$ cat src/hw/rtl/fpdf_pkg.sv
`timescale 1ns / 1ps
// ----------------------------------------------------------------------------
// fpdf_pkg
// Shared constants and types of the fixed-point decimal formatter.
// ----------------------------------------------------------------------------
package fpdf_pkg;

	localparam int VALUE_BITS = 32;
	localparam int DIGITS     = 10;
	localparam int BCD_BITS   = 4 * DIGITS;
	localparam int CNT_W      = $clog2(VALUE_BITS + 1);
	localparam int IDX_W      = $clog2(DIGITS);
	localparam int PLACES_W   = 4;
	localparam int CHAR_W     = 7;

	localparam logic [PLACES_W-1:0] MAX_PLACES = 4'd9;

	localparam logic [CHAR_W-1:0] CHAR_MINUS = 7'h2D;
	localparam logic [CHAR_W-1:0] CHAR_DOT   = 7'h2E;
	localparam logic [CHAR_W-1:0] CHAR_ZERO  = 7'h30;
	localparam logic [CHAR_W-1:0] CHAR_NINE  = 7'h39;

	typedef logic [DIGITS-1:0][3:0] bcd_t;

	typedef struct packed {
		logic busy;
		logic done;
	} conv_stat_t;

	typedef struct packed {
		logic busy;
		logic finish;
	} seq_stat_t;

	typedef struct packed {
		logic             neg;
		logic [IDX_W-1:0] places;
	} seq_ctrl_t;

endpackage

$ cat src/hw/rtl/fpdf_bcd_conv.sv
`timescale 1ns / 1ps
// ----------------------------------------------------------------------------
// fpdf_bcd_conv
// Iterative binary to BCD converter, one shift-and-adjust step per cycle.
// ----------------------------------------------------------------------------
module fpdf_bcd_conv (
	input  logic                             clk,
	input  logic                             arst_n,
	input  logic                             start,
	input  logic [fpdf_pkg::VALUE_BITS-1:0]  mag,
	output fpdf_pkg::conv_stat_t             stat,
	output fpdf_pkg::bcd_t                   digits
);
	import fpdf_pkg::*;

	logic [VALUE_BITS-1:0] shift_q;
	bcd_t                  bcd_q;
	bcd_t                  adj;
	logic [BCD_BITS:0]     bcd_shift;
	logic [CNT_W-1:0]      cnt_q;
	logic                  done_q;

	// add 3 to every digit of five or more
	always_comb begin
		for (int i = 0; i < DIGITS; i++) begin
			adj[i] = (bcd_q[i] >= 4'd5) ? bcd_q[i] + 4'd3 : bcd_q[i];
		end
	end

	assign bcd_shift = {adj, shift_q[VALUE_BITS-1]};

	always_ff @(posedge clk or negedge arst_n) begin
		if (!arst_n) begin
			shift_q <= '0;
			bcd_q   <= '0;
			cnt_q   <= '0;
			done_q  <= 1'b0;
		end else if (start) begin
			shift_q <= mag;
			bcd_q   <= '0;
			cnt_q   <= CNT_W'(VALUE_BITS);
			done_q  <= 1'b0;
		end else if (cnt_q != '0) begin
			shift_q <= shift_q << 1;
			bcd_q   <= bcd_shift[BCD_BITS-1:0];
			cnt_q   <= cnt_q - 1'b1;
			done_q  <= (cnt_q == CNT_W'(1));
		end else begin
			done_q <= 1'b0;
		end
	end

	assign stat.busy = (cnt_q != '0);
	assign stat.done = done_q;
	assign digits    = bcd_q;

endmodule

$ cat src/hw/rtl/fpdf_char_seq.sv
`timescale 1ns / 1ps
// ----------------------------------------------------------------------------
// fpdf_char_seq
// Character sequencer: sign, integer digits, point and fraction digits.
// ----------------------------------------------------------------------------
module fpdf_char_seq (
	input  logic                             clk,
	input  logic                             arst_n,
	input  logic                             start,
	input  fpdf_pkg::seq_ctrl_t              ctrl,
	input  fpdf_pkg::bcd_t                   digits,
	output logic [fpdf_pkg::CHAR_W-1:0]      char_code,
	output logic                             last_char,
	output logic                             char_valid,
	input  logic                             char_stall,
	output fpdf_pkg::seq_stat_t              stat
);
	import fpdf_pkg::*;

	typedef enum logic [1:0] {
		S_IDLE,
		S_FIND,
		S_EMIT
	} state_t;

	state_t             state_q;
	logic [IDX_W-1:0]   idx_q;
	logic [IDX_W-1:0]   places_q;
	logic [IDX_W-1:0]   first_idx;
	logic               sign_pend_q;
	logic               dot_pend_q;
	logic [CHAR_W-1:0]  char_q;
	logic               last_q;
	logic               valid_q;
	logic               can_load;
	logic               emit_load;
	logic               finish;

	// highest nonzero integer digit, else the units digit
	always_comb begin
		first_idx = places_q;
		for (int i = 0; i < DIGITS; i++) begin
			if (IDX_W'(i) >= places_q && digits[i] != 4'd0) begin
				first_idx = IDX_W'(i);
			end
		end
	end

	assign can_load  = !valid_q || !char_stall;
	assign emit_load = (state_q == S_EMIT) && can_load;
	assign finish    = (state_q == S_EMIT) && can_load && !sign_pend_q && !dot_pend_q
		&& (idx_q == '0);

	always_ff @(posedge clk or negedge arst_n) begin
		if (!arst_n) begin
			state_q     <= S_IDLE;
			valid_q     <= 1'b0;
			sign_pend_q <= 1'b0;
			dot_pend_q  <= 1'b0;
			idx_q       <= '0;
			places_q    <= '0;
			char_q      <= '0;
			last_q      <= 1'b0;
		end else begin
			if (emit_load) begin
				valid_q <= 1'b1;
			end else if (!char_stall) begin
				valid_q <= 1'b0;
			end
			unique case (state_q)
				S_IDLE: begin
					if (start) begin
						state_q     <= S_FIND;
						sign_pend_q <= ctrl.neg;
						places_q    <= ctrl.places;
						dot_pend_q  <= 1'b0;
					end
				end
				S_FIND: begin
					idx_q   <= first_idx;
					state_q <= S_EMIT;
				end
				S_EMIT: begin
					if (can_load) begin
						if (sign_pend_q) begin
							char_q      <= CHAR_MINUS;
							last_q      <= 1'b0;
							sign_pend_q <= 1'b0;
						end else if (dot_pend_q) begin
							char_q     <= CHAR_DOT;
							last_q     <= 1'b0;
							dot_pend_q <= 1'b0;
						end else begin
							char_q <= CHAR_ZERO + {3'b000, digits[idx_q]};
							last_q <= (idx_q == '0);
							if (idx_q == '0) begin
								state_q <= S_IDLE;
							end else begin
								idx_q      <= idx_q - 1'b1;
								dot_pend_q <= (idx_q == places_q);
							end
						end
					end
				end
				default: begin
					state_q <= S_IDLE;
				end
			endcase
		end
	end

	assign char_code   = char_q;
	assign last_char   = last_q;
	assign char_valid  = valid_q;
	assign stat.busy   = (state_q != S_IDLE);
	assign stat.finish = finish;

endmodule

$ cat src/hw/rtl/fixed_point_decimal_formatter.sv
`timescale 1ns / 1ps
// ----------------------------------------------------------------------------
// fixed_point_decimal_formatter
// Signed fixed-point value to decimal ASCII text, one character per transfer.
// ----------------------------------------------------------------------------
// after the input transfer the BCD unit runs 32 shift-and-adjust steps;
// then the sequencer emits 1..12 characters, one per cycle unless
// char_stall holds it; value_stall stays high until the last character loads
// reset: asynchronous, clears busy, sequencer state and output valid
// ----------------------------------------------------------------------------
module fixed_point_decimal_formatter (
	input  logic                                clk,
	input  logic                                arst_n,
	input  logic signed [31:0]                  value,
	input  logic [fpdf_pkg::PLACES_W-1:0]       decimal_places,
	input  logic                                value_valid,
	output logic                                value_stall,
	output logic [fpdf_pkg::CHAR_W-1:0]         char_code,
	output logic                                last_char,
	output logic                                char_valid,
	input  logic                                char_stall
);
	import fpdf_pkg::*;

	logic                  busy_q;
	logic                  accept;
	logic [VALUE_BITS-1:0] raw;
	logic                  neg;
	logic [VALUE_BITS-1:0] mag;
	logic [PLACES_W-1:0]   places_sat;
	seq_ctrl_t             ctrl_q;
	conv_stat_t            cstat;
	seq_stat_t             sstat;
	bcd_t                  digits;

	assign accept     = value_valid && !value_stall;
	assign raw        = value[VALUE_BITS-1:0];
	assign neg        = raw[VALUE_BITS-1];
	assign mag        = neg ? (~raw + 1'b1) : raw;
	assign places_sat = (decimal_places > MAX_PLACES) ? MAX_PLACES : decimal_places;
	assign value_stall = busy_q;

	always_ff @(posedge clk or negedge arst_n) begin
		if (!arst_n) begin
			busy_q <= 1'b0;
		end else if (accept) begin
			busy_q <= 1'b1;
		end else if (sstat.finish) begin
			busy_q <= 1'b0;
		end
	end

	always_ff @(posedge clk) begin
		if (accept) begin
			ctrl_q.neg    <= neg;
			ctrl_q.places <= IDX_W'(places_sat);
		end
	end

	fpdf_bcd_conv u_conv (
		.clk    (clk),
		.arst_n (arst_n),
		.start  (accept),
		.mag    (mag),
		.stat   (cstat),
		.digits (digits)
	);

	fpdf_char_seq u_seq (
		.clk        (clk),
		.arst_n     (arst_n),
		.start      (cstat.done),
		.ctrl       (ctrl_q),
		.digits     (digits),
		.char_code  (char_code),
		.last_char  (last_char),
		.char_valid (char_valid),
		.char_stall (char_stall),
		.stat       (sstat)
	);

	a_idle_units: assert property (@(posedge clk) disable iff (!arst_n)
		!busy_q |-> !cstat.busy && !sstat.busy)
		else $error("units active while not busy");

	a_conv_seq_excl: assert property (@(posedge clk) disable iff (!arst_n)
		cstat.done |-> !sstat.busy)
		else $error("conversion finished while sequencer active");

	a_finish_last: assert property (@(posedge clk) disable iff (!arst_n)
		sstat.finish |=> char_valid && last_char)
		else $error("final character not presented");

	a_char_legal: assert property (@(posedge clk) disable iff (!arst_n)
		char_valid |-> char_code == CHAR_MINUS || char_code == CHAR_DOT
			|| (char_code >= CHAR_ZERO && char_code <= CHAR_NINE))
		else $error("illegal character code");

endmodule
$ cat config.mk
export PLATFORM = sky130hd
export DESIGN_NAME = fixed_point_decimal_formatter
export DESIGN_NICKNAME = d
export VERILOG_FILES = /design/src/hw/rtl/fpdf_pkg.sv /design/src/hw/rtl/fpdf_bcd_conv.sv /design/src/hw/rtl/fpdf_char_seq.sv /design/src/hw/rtl/fixed_point_decimal_formatter.sv
export SDC_FILE = /design/constraint.sdc
export NUM_CORES = 1
export LEC_CHECK = 0
export ABC_AREA = 1
export BUFFER_PORTS_ARGS = -buffer_cell sky130_fd_sc_hd__buf_2
export CELL_PAD_IN_SITES_DETAIL_PLACEMENT = 1
export CELL_PAD_IN_SITES_GLOBAL_PLACEMENT = 1
export CORE_MARGIN = 2
export CORE_UTILIZATION = 23
export DETAILED_ROUTE_END_ITERATION = 16
export PLACE_DENSITY_LB_ADDON = 0.1
export RECOVER_POWER = 100
export SLEW_MARGIN = 20
export SYNTH_ARGS = -nofsm -noshare
export SYNTH_HDL_FRONTEND = slang
export SYNTH_SLANG_ARGS = --single-unit
export TNS_END_PERCENT = 30
$ cat constraint.sdc
create_clock -name clk -period 2.23 [get_ports clk]
set_input_delay 0.1115 -clock clk [delete_from_list [all_inputs] [get_ports clk]]
set_output_delay 0.1115 -clock clk [all_outputs]
set_load 0.005 [all_outputs]
; After elaboration in Yosys (flattened, before gate mapping)
; Index checks and enable logic that the tools add are counted.
[totals]
latchBits = 0
in_bits = 40
regBits = 106
word_cells = 175
romBits = 0
out_inout_bits = 10
mem_bits_rw = 0
mem_count = 0
[classes]
n_mul = 0
bitwise = 1
n_lt_le_gt_ge = 22
n_reduce_logical = 44
mux = 59
n_addsub = 14
shift = 0
eq_ne = 11
n_div = 0
[op_table]
columns = operator, n
row1 = 32-bit two-way mux, 3
row2 = 4-bit two-way mux, 24
row3 = 40-bit two-way mux, 2
row4 = "4-bit by 3-bit >= comparator with 1-bit output, second input constant", 10
row5 = 4-bit nonzero test, 10
row6 = "4-bit by 2-bit adder with 4-bit output, second input constant", 9
row7 = "32-bit by 1-bit adder with 32-bit output, second input constant", 1
row8 = 32-bit NOT, 1
row9 = 4-bit binary-select mux with 4-bit select, 1
row10 = "3-bit by 4-bit >= comparator with 1-bit output, first input constant", 4
row11 = 1-bit logical AND, 15
row12 = 1-bit two-way mux, 15
row13 = 7-bit two-way mux, 2
row14 = 6-bit two-way mux, 2
row15 = 2-bit two-way mux, 5
row16 = "2-bit != test, second input constant", 5
row17 = 5-bit AND reduction, 2
row18 = "1-bit by 4-bit >= comparator with 1-bit output, first input constant", 2
row19 = "2-bit by 4-bit >= comparator with 1-bit output, first input constant", 2
row20 = "4-bit >= comparator, first input constant", 2
row21 = 4-bit case mux with 2 select lines, 1
row22 = 2-bit nonzero test, 4
row23 = "6-bit by 4-bit adder with 7-bit output, first input constant", 1
row24 = "6-bit by 1-bit == test with 1-bit output, second input constant", 1
row25 = 20 further kinds, 27

; Depth between registers and ports, before layout
; Gate-level depths: netlist of the first run.
[logic_depth]
ltp_word = 13
depth_mapped = 15
depth_no_buf = 15

; By module
; A second synthesis of the first run with hierarchy kept.
[unflattened]
cells_unflattened = 1075
area_unflattened_um2 = 7302.0
[modules_own_cells]
columns = mod, cells_per_inst, area_per_inst_um2, instances, seq_area_each_um2
row1 = fpdf_bcd_conv, 582, 4399.2, 1, 1976.9
row2 = fpdf_char_seq, 260, 1694.1, 1, 500.5
row3 = fixed_point_decimal_formatter, 233, 1208.7, 1, 175.2

; Least setup slack after synthesis of the first run
; Ideal clock, no wire load.
[synth_timing]
path_kind = reg-to-reg
startpoint = reg u_seq.idx_q[0]
endpoint = reg u_seq.idx_q[3]
path_stages_with_launch = 9
path_slack_ps = 551
synth_period_minus_slack_ps = 1679
setup_ps = 130
path_buffers = 1
required_time_ps = 2100
arrival_time_ps = 1549
path_cell_list = dfrtp_1 > inv_1 > clkbuf_1 > ha_1 > nand3_1 > a21boi_2 > inv_2 > nor2_1 > a31oi_1
[synth_via]
elab_chain_len = 6
elab_cells_between_ends = 9
classes_between = 1 x add/sub / 1 x eq/ne / 5 x mux / 2 x reduce/logical
[synth_rtl]
columns = element, line
row1 = start: declaration, fpdf_char_seq.sv:27  ; logic [IDX_W-1:0] idx_q;
row2 = start signal: assignment, fpdf_char_seq.sv:80  ; idx_q <= first_idx;
row3 = start signal: assignment, fpdf_char_seq.sv:99  ; idx_q <= idx_q - 1'b1;
row4 = 4-bit by 1-bit subtractor with 4-bit output, fpdf_char_seq.sv:99
row5 = 4-bit two-way mux, fpdf_char_seq.sv:96  ; if (idx_q == '0) begin
row6 = 4-bit two-way mux, fpdf_char_seq.sv:89  ; end else if (dot_pend_q) begin
row7 = 4-bit two-way mux, fpdf_char_seq.sv:85  ; if (sign_pend_q) begin
row8 = 4-bit two-way mux, fpdf_char_seq.sv:84  ; if (can_load) begin
row9 = 4-bit case mux with 2 select lines, fpdf_char_seq.sv:70  ; unique case (state_q)
; Parallel ways exist; a longest one is shown, timed or not. The select of a mux whose other input is x is not followed.
; A chain may end at the register's enable or synchronous reset.

; Final worst setup path of the first run
[layout_timing]
startpoint = reg u_conv.cnt_q[0]
endpoint = reg u_conv.shift_q[12]
[layout_via]
elab_chain_len = 2
[layout_rtl]
columns = element, line
row1 = start: declaration, fpdf_bcd_conv.sv:20  ; logic [CNT_W-1:0] cnt_q;
row2 = start signal: assignment, fpdf_bcd_conv.sv:41  ; cnt_q <= CNT_W'(VALUE_BITS);
row3 = start signal: assignment, fpdf_bcd_conv.sv:46  ; cnt_q <= cnt_q - 1'b1;
row4 = 6-bit nonzero test, fpdf_bcd_conv.sv:43  ; end else if (cnt_q != '0) begin
row5 = 2-bit nonzero test (no line), -
row6 = end signal: assignment, fpdf_bcd_conv.sv:39  ; shift_q <= mag;
row7 = end signal: assignment, fpdf_bcd_conv.sv:44  ; shift_q <= shift_q << 1;
row8 = end: declaration, fpdf_bcd_conv.sv:16  ; logic [VALUE_BITS-1:0] shift_q;
; Every way passes these cells.

==> results of run 1 <==
==> state kept, by name, indices dropped and copies added, names as in the netlist <==
name / count
u_conv.digits: 40
u_seq.char_valid: 1
u_seq.last_char: 1
u_seq.places_q: 4
u_seq.idx_q: 4
u_seq.char_code: 6
ctrl_q: 5
value_stall: 1
u_conv.cnt_q: 6
u_conv.shift_q: 32
u_seq.sign_pend_q: 1
u_conv.done_q: 1
u_seq.dot_pend_q: 1
u_seq.state_q: 2
==> cells by family after synthesis <==
| kind of cell | after synthesis |
|---|---|
| AND/OR/NAND/NOR | 361 |
| other | 1 |
| flip-flops | 105 |
| buffers and inverters | 168 |
| XOR/XNOR | 20 |
| adder cells (fa/ha/maj) | 25 |
| AO/OA/AOI/OAI | 213 |
==> worst paths after layout <==
kind	startpoint	slack [ns]	endpoint	cells past startpoint
worst max-delay path	u_conv.cnt_q[0]$_DFFE_PN0P_	0.18	u_conv.shift_q[12]$_DFFE_PN0P_	7
worst min-delay path	decimal_places[0]	0.01	ctrl_q[0]$_SDFFCE_PN1P_	2
worst max register to register	u_conv.cnt_q[0]$_DFFE_PN0P_	0.18	u_conv.shift_q[12]$_DFFE_PN0P_	7
worst min register to register	u_seq.char_code[5]$_DFFE_PN0P_	0.47	u_seq.char_code[5]$_DFFE_PN0P_	1
max in group asynchronous	arst_n	0.72	u_conv.digits[35]$_DFFE_PN0P_	3
min in group asynchronous	arst_n	0.45	u_conv.digits[10]$_DFFE_PN0P_	2
==> synthesized netlist by cell type, drive strengths merged, types with 8 or more instances <==
cell / n
nand2: 187
inv: 135
dfrtp: 100
nor2: 86
o21ai: 84
nand3: 65
a21oi: 40
o22ai: 30
ha: 25
buf: 19
xor2: 19
o211ai: 15
clkbuf: 11
o31ai: 11
nor3: 8
o221ai: 8
==> power by group through the flow <==
stage / registers (mW) / clock network, mW / logic [mW]
final: 3.42 / 1.60 / 5.29
after global routing: 3.56 / 1.74 / 6.17
after detailed placement: 3.47 / 0 / 5.50
after CTS: 3.43 / 1.67 / 5.54
after global placement: 3.46 / 0 / 5.50
after floorplan: 3.28 / 0 / 4.01
==> layout by cell type, fill, tap and decap left out, drive strengths merged, types with 6 or more instances in the layout <==
master and count:
clkinv 7, or2 6, a21oi 40, nand3 65, xor2 19, o221ai 8, o22ai 30, nor2 86
o32ai 6, o211ai 15, dfrtp 100, nand2 187, o21ai 84, nor3 8, inv 136, o31ai 11
o21bai 6, clkbuf 24, buf 52, ha 25
==> cell type report <==
cell class | count | share of cell area
repair buffers | 70 | 0.0559
clock inverters | 6 | 0.00713
flip-flops and latches | 105 | 0.343
multi-input cells | 620 | 0.435
clock buffers | 10 | 0.0296
well taps | 384 | 0.0622
inverters | 138 | 0.0671
==> metrics by stage <==
stage,worst slack (ns),power [mW],cells,hold slack (ns),utilization
after detailed placement,0.314,8.97,1313,0.135,0.260
after CTS,0.291,10.6,1333,0.0147,0.271
final,0.181,10.3,1333,0.0142,0.268
after floorplan,0.551,7.29,893,-0.184,-
after global placement,0.381,8.96,1313,0.135,0.260
after global routing,0.0640,11.5,1333,0.0222,0.268
==> critical path, stage by stage (launching register included) <==
cell and delay (ns):
dfrtp_1 0.42, inv_1 0.11, ha_1 0.19, nand2_1 0.22, nand2_1 0.17, buf_4 0.48
o22ai_1 0.16, o21bai_1 0.17
==> layer usage <==
layer  vias to the layer above  GRT usage  share of wire
li1                       3062          -              -
met1                      2900      0.188           0.48
met2                        50      0.250           0.49
met3                        11     0.0148          0.017
met4                         0     0.0351          0.011
met5                         -          0              0
==> timing repair <==
item,CTS,global route
hold endpoints to repair,36,0
hold buffers,4,0
buffers inserted,0,0
==> flow_summary.toml, run 1 <==
[outcome]
status = "finished clean"

[logic_synthesis]
syn-num-nets = 958
synth_area_leaders = "dfrtp_1 (37%), nand2_1 (10%), inv_1 (7.1%)"
synth_top_family_by_area = "simple AND/OR/NAND/NOR gates"
yosys_warnings = 0
ys.flop_type = "dfrtp_1"
synth_fa_ha_area_frac = 0.0464
synth_top_area_frac = 0.371
synth_area_mm2 = 0.00674
yosysSeqAreaShare = 0.393
synth.avg_cell_area_um2 = 7.55
synth-seq-cells = 105
synth_edf_count = 5
async_flop_share = 0.952
synthMuxAreaShare = 0
synth_cell_type_count = 49
syn_inst = 893
synth-compound-area-share = 0.199
synth_simple_gate_area_share = 0.232
synth_top_area_cell = "dfrtp_1"
synthXorXnorAreaFrac = 0.0260

[worst_setup_path]
crit_required_ns = 2.48
arrival_ns = 2.30
start_kind = "flop"
crit_path_end_kind = "flop"
path_max_fanout = 38
crit_type = "flop to flop"

[clock_tree]
cts-root-buf = "clkbuf_16"
clock_latency_ns = 0.36
clkTransAtPathRegs_ns = 0.08
cts_sinks = 105
ctsResizeCount = 0
htreeDepth = 3
clockBufferDepth = 2
cts_tree = "built"
cts_buffers = 9

[job]
cap_violations = 0

[sta]
setup_tns_ns = 0
setup-violations-final = 0
fin_worst_skew_ns = 0.0126
slew_violations = 0
worst_pin_slew_ns = 1.05
fmax_mhz = 488
rsz0062_at_grt = "false"
period_minus_slack_ns = 2.05
hold_violations = 0
relSlewSlack = 0.300
finalCritPeriodShare = 0.919

[power_and_ir_drop]
power.share.combinational = 0.513
power_density_mw_per_mm2 = 1340
power_frac_seq = 0.331
vdd_ir_drop_max_mv = 0.361
switchingPower_mw = 4.78
cellLeakagePower_nw = 3.65
power.share.clock = 0.155
power.internal_mw = 5.53
swShare = 0.464

[drt]
totalWireLength_um = 20700
wire_per_inst_um = 15.5
vias = 6023
dr.pass1.iters = 4
ant_nets = 0
drc = 0
viasPerCell = 4.52
drt_iter0_drc = 194

[finish]
area_growth_syn_to_layout_pct = 14.5
num_antenna_cells = 0
multi_input_area_mm2 = 0.00336
fin_area_mm2 = 0.00772
drive_gt1_frac = 0.113
ff_latch_area_mm2 = 0.00265
final_net_count = 1009
num-fill-cells = 3505

[die]
die_w_um = 175
start_util = 0.234
dieHeight_um = 175
core_area_mm2 = 0.0288
io_pins = 50
rows = 62
fp.dieArea_mm2 = 0.0307

[placed_design]
dp_hpwl_um = 15800
post_dp_cell_area_mm2 = 0.00748
io_buffers = 48
routabilityCongestion = 0.716

[hold_path]
hold_path_class = "input pin to flop"

[grt]
antenna_found_initial = 0
overflow = 0
grt_max_degree = 39
grt_usage = 0.143
grt_pass1_wl_um = 34800
grt_pass1_vias = 6564
No activity file was read; power rests on OpenSTA's default activity.
==> run 2, diff against run 1 <==
clock period = 1.8 ns   (was 2.23 ns; I/O delays follow)
==> flow_summary.toml, run 2 (synthesis gave the netlist of run 1 again) <==
[worst_setup_path]
crit_chain = "inv_1, ha_1, nand2_1, o21ai_0, nand3_1, nand3_1, nand2_1, a21oi_1, o21ai_1"
crit_path_end_kind = "flop"
path_max_fanout = 4
cp_num_buf_inv = 1
crit_family = "flip-flops"
max_stage_delay_ns = 0.44
crit_required_ns = 2.03
rrSetupSlack_ns = 0.16
crit_type = "flop to flop"
cpMaxStageDelayCell = "dfrtp_1"
start_kind = "flop"
arrival_ns = 1.88

[clock_tree]
clkTransAtPathRegs_ns = 0.08
cts_tree = "built"
clock_latency_ns = 0.36
clockBufferDepth = 2
cts-root-buf = "clkbuf_16"
htreeDepth = 3
cts_buffers = 9
cts_sinks = 105

[drt]
drt_iter0_drc = 223
dr.pass1.iters = 4
viasPerCell = 4.50
ant_nets = 0
vias = 6103
wire_per_inst_um = 15.6
totalWireLength_um = 21100
drc = 0

[finish]
area_growth_syn_to_layout_pct = 18.2
num_antenna_cells = 0
final_net_count = 1031
most-common-layout-cells = "nand2_1 (181), inv_1 (120), dfrtp_1 (100)"
ff_latch_area_mm2 = 0.00265
mostFrequentLayoutCell = "nand2_1"
largest_reg_flops = 40
num-fill-cells = 3550
multi_input_area_mm2 = 0.00343
drive_gt1_frac = 0.150

[job]
cap_violations = 0

[sta]
relSlewSlack = 0.543
worst_pin_slew_ns = 0.685
rsz0062_at_grt = "false"
slew_violations = 0
fin_hold_ws_ns = 0.0368
setup-violations-final = 0
fin_ws_ns = 0.157
fmax_mhz = 609
fin_worst_skew_ns = 0.0104
hold_violations = 0
finalCritPeriodShare = 0.913
period_minus_slack_ns = 1.64
setup_tns_ns = 0

[die]
die_w_um = 175
rows = 62
fp.dieArea_mm2 = 0.0307
start_util = 0.234
core_area_mm2 = 0.0288
dieHeight_um = 175
io_pins = 50

[placed_design]
routabilityCongestion = 0.726
place_ws_ns = 0.0163
io_buffers = 48
dp_hpwl_um = 16000

[power_and_ir_drop]
power_frac_seq = 0.324
vdd_ir_drop_max_mv = 0.462
power_density_mw_per_mm2 = 1660
switchingPower_mw = 6.09
total_power_mw = 13.2
power.internal_mw = 7.15
cellLeakagePower_nw = 3.74
swShare = 0.460
power.share.combinational = 0.526
power.share.clock = 0.150

[grt]
grt_pass1_wl_um = 35300
grt_max_degree = 45
antenna_found_initial = 0
grt_usage = 0.144
grt_pass1_vias = 6631
overflow = 0

[outcome]
status = "finished clean"

[hold_path]
hold_path_class = "input pin to flop"
run 2: through the flow:
step | cells | area, µm² | util
final | 1355 | 7970 | 0.277
after global routing | 1355 | 7970 | 0.277
after CTS | 1353 | 7980 | 0.277
after detailed placement | 1330 | 7630 | 0.265
after global placement | 1330 | 7630 | 0.265
after floorplan | 893 | 6740 | -
run 2: path summary, 6_finish.rpt:
check | to | startpoint | cells after the start
worst min register to register | u_seq.places_q[3]$_DFFE_PN0P_ | ctrl_q[3]$_SDFFCE_PN1P_ | 2
worst min-delay path | u_conv.shift_q[30]$_DFFE_PN0P_ | value[30] | 4
worst max register to register | u_seq.idx_q[1]$_DFFE_PN0P_ | u_conv.digits[13]$_DFFE_PN0P_ | 9
min in group asynchronous | u_conv.digits[10]$_DFFE_PN0P_ | arst_n | 2
max in group asynchronous | u_conv.shift_q[31]$_DFFE_PN0P_ | arst_n | 3
worst max-delay path | u_seq.idx_q[1]$_DFFE_PN0P_ | u_conv.digits[13]$_DFFE_PN0P_ | 9
run 2: repair_timing:
item                                    4_1_cts  5_1_grt
pin swaps                                     0        1
endpoints found under the hold margin        36        0
resized for setup                             1       25
hold buffers                                  7        0
endpoints found under the setup margin        1        8
buffers inserted                              0        2
run 2: final cells by class:
class,count,share of cell area
Multi-Input combinational cell,620,0.431
Inverter,138,0.0650
Timing Repair Buffer,92,0.0763
Clock inverter,6,0.00628
Clock buffer,10,0.0287
Tap cell,384,0.0603
Sequential cell,105,0.333
run 2: power groups by stage:
stage | combinational [mW] | clock [mW] | sequential (mW)
global route | 8.09 | 2.16 | 4.45
global placement | 7.06 | 0 | 4.31
detailed placement | 7.07 | 0 | 4.30
CTS | 7.11 | 2.08 | 4.27
floorplan | 4.97 | 0 | 4.07
finish | 6.97 | 1.99 | 4.28
run 2: worst reg2reg max path: cells and delay by family, from the launching register on:
| family | cells | cell delay, ns |
|---|---|---|
| adders and majority gates | 1 | 0.19 |
| DFF | 1 | 0.44 |
| and+or+nand+nor | 4 | 0.34 |
| AOI/OAI and AO/OA | 3 | 0.43 |
| buffers and inverters | 1 | 0.13 |
run 2: per-layer routing:
layer	vias up	part of all wire	GRT usage
li1	3104	-	-
met1	2926	0.49	0.190
met2	54	0.48	0.250
met3	19	0.018	0.0161
met4	0	0.014	0.0392
met5	-	0	0
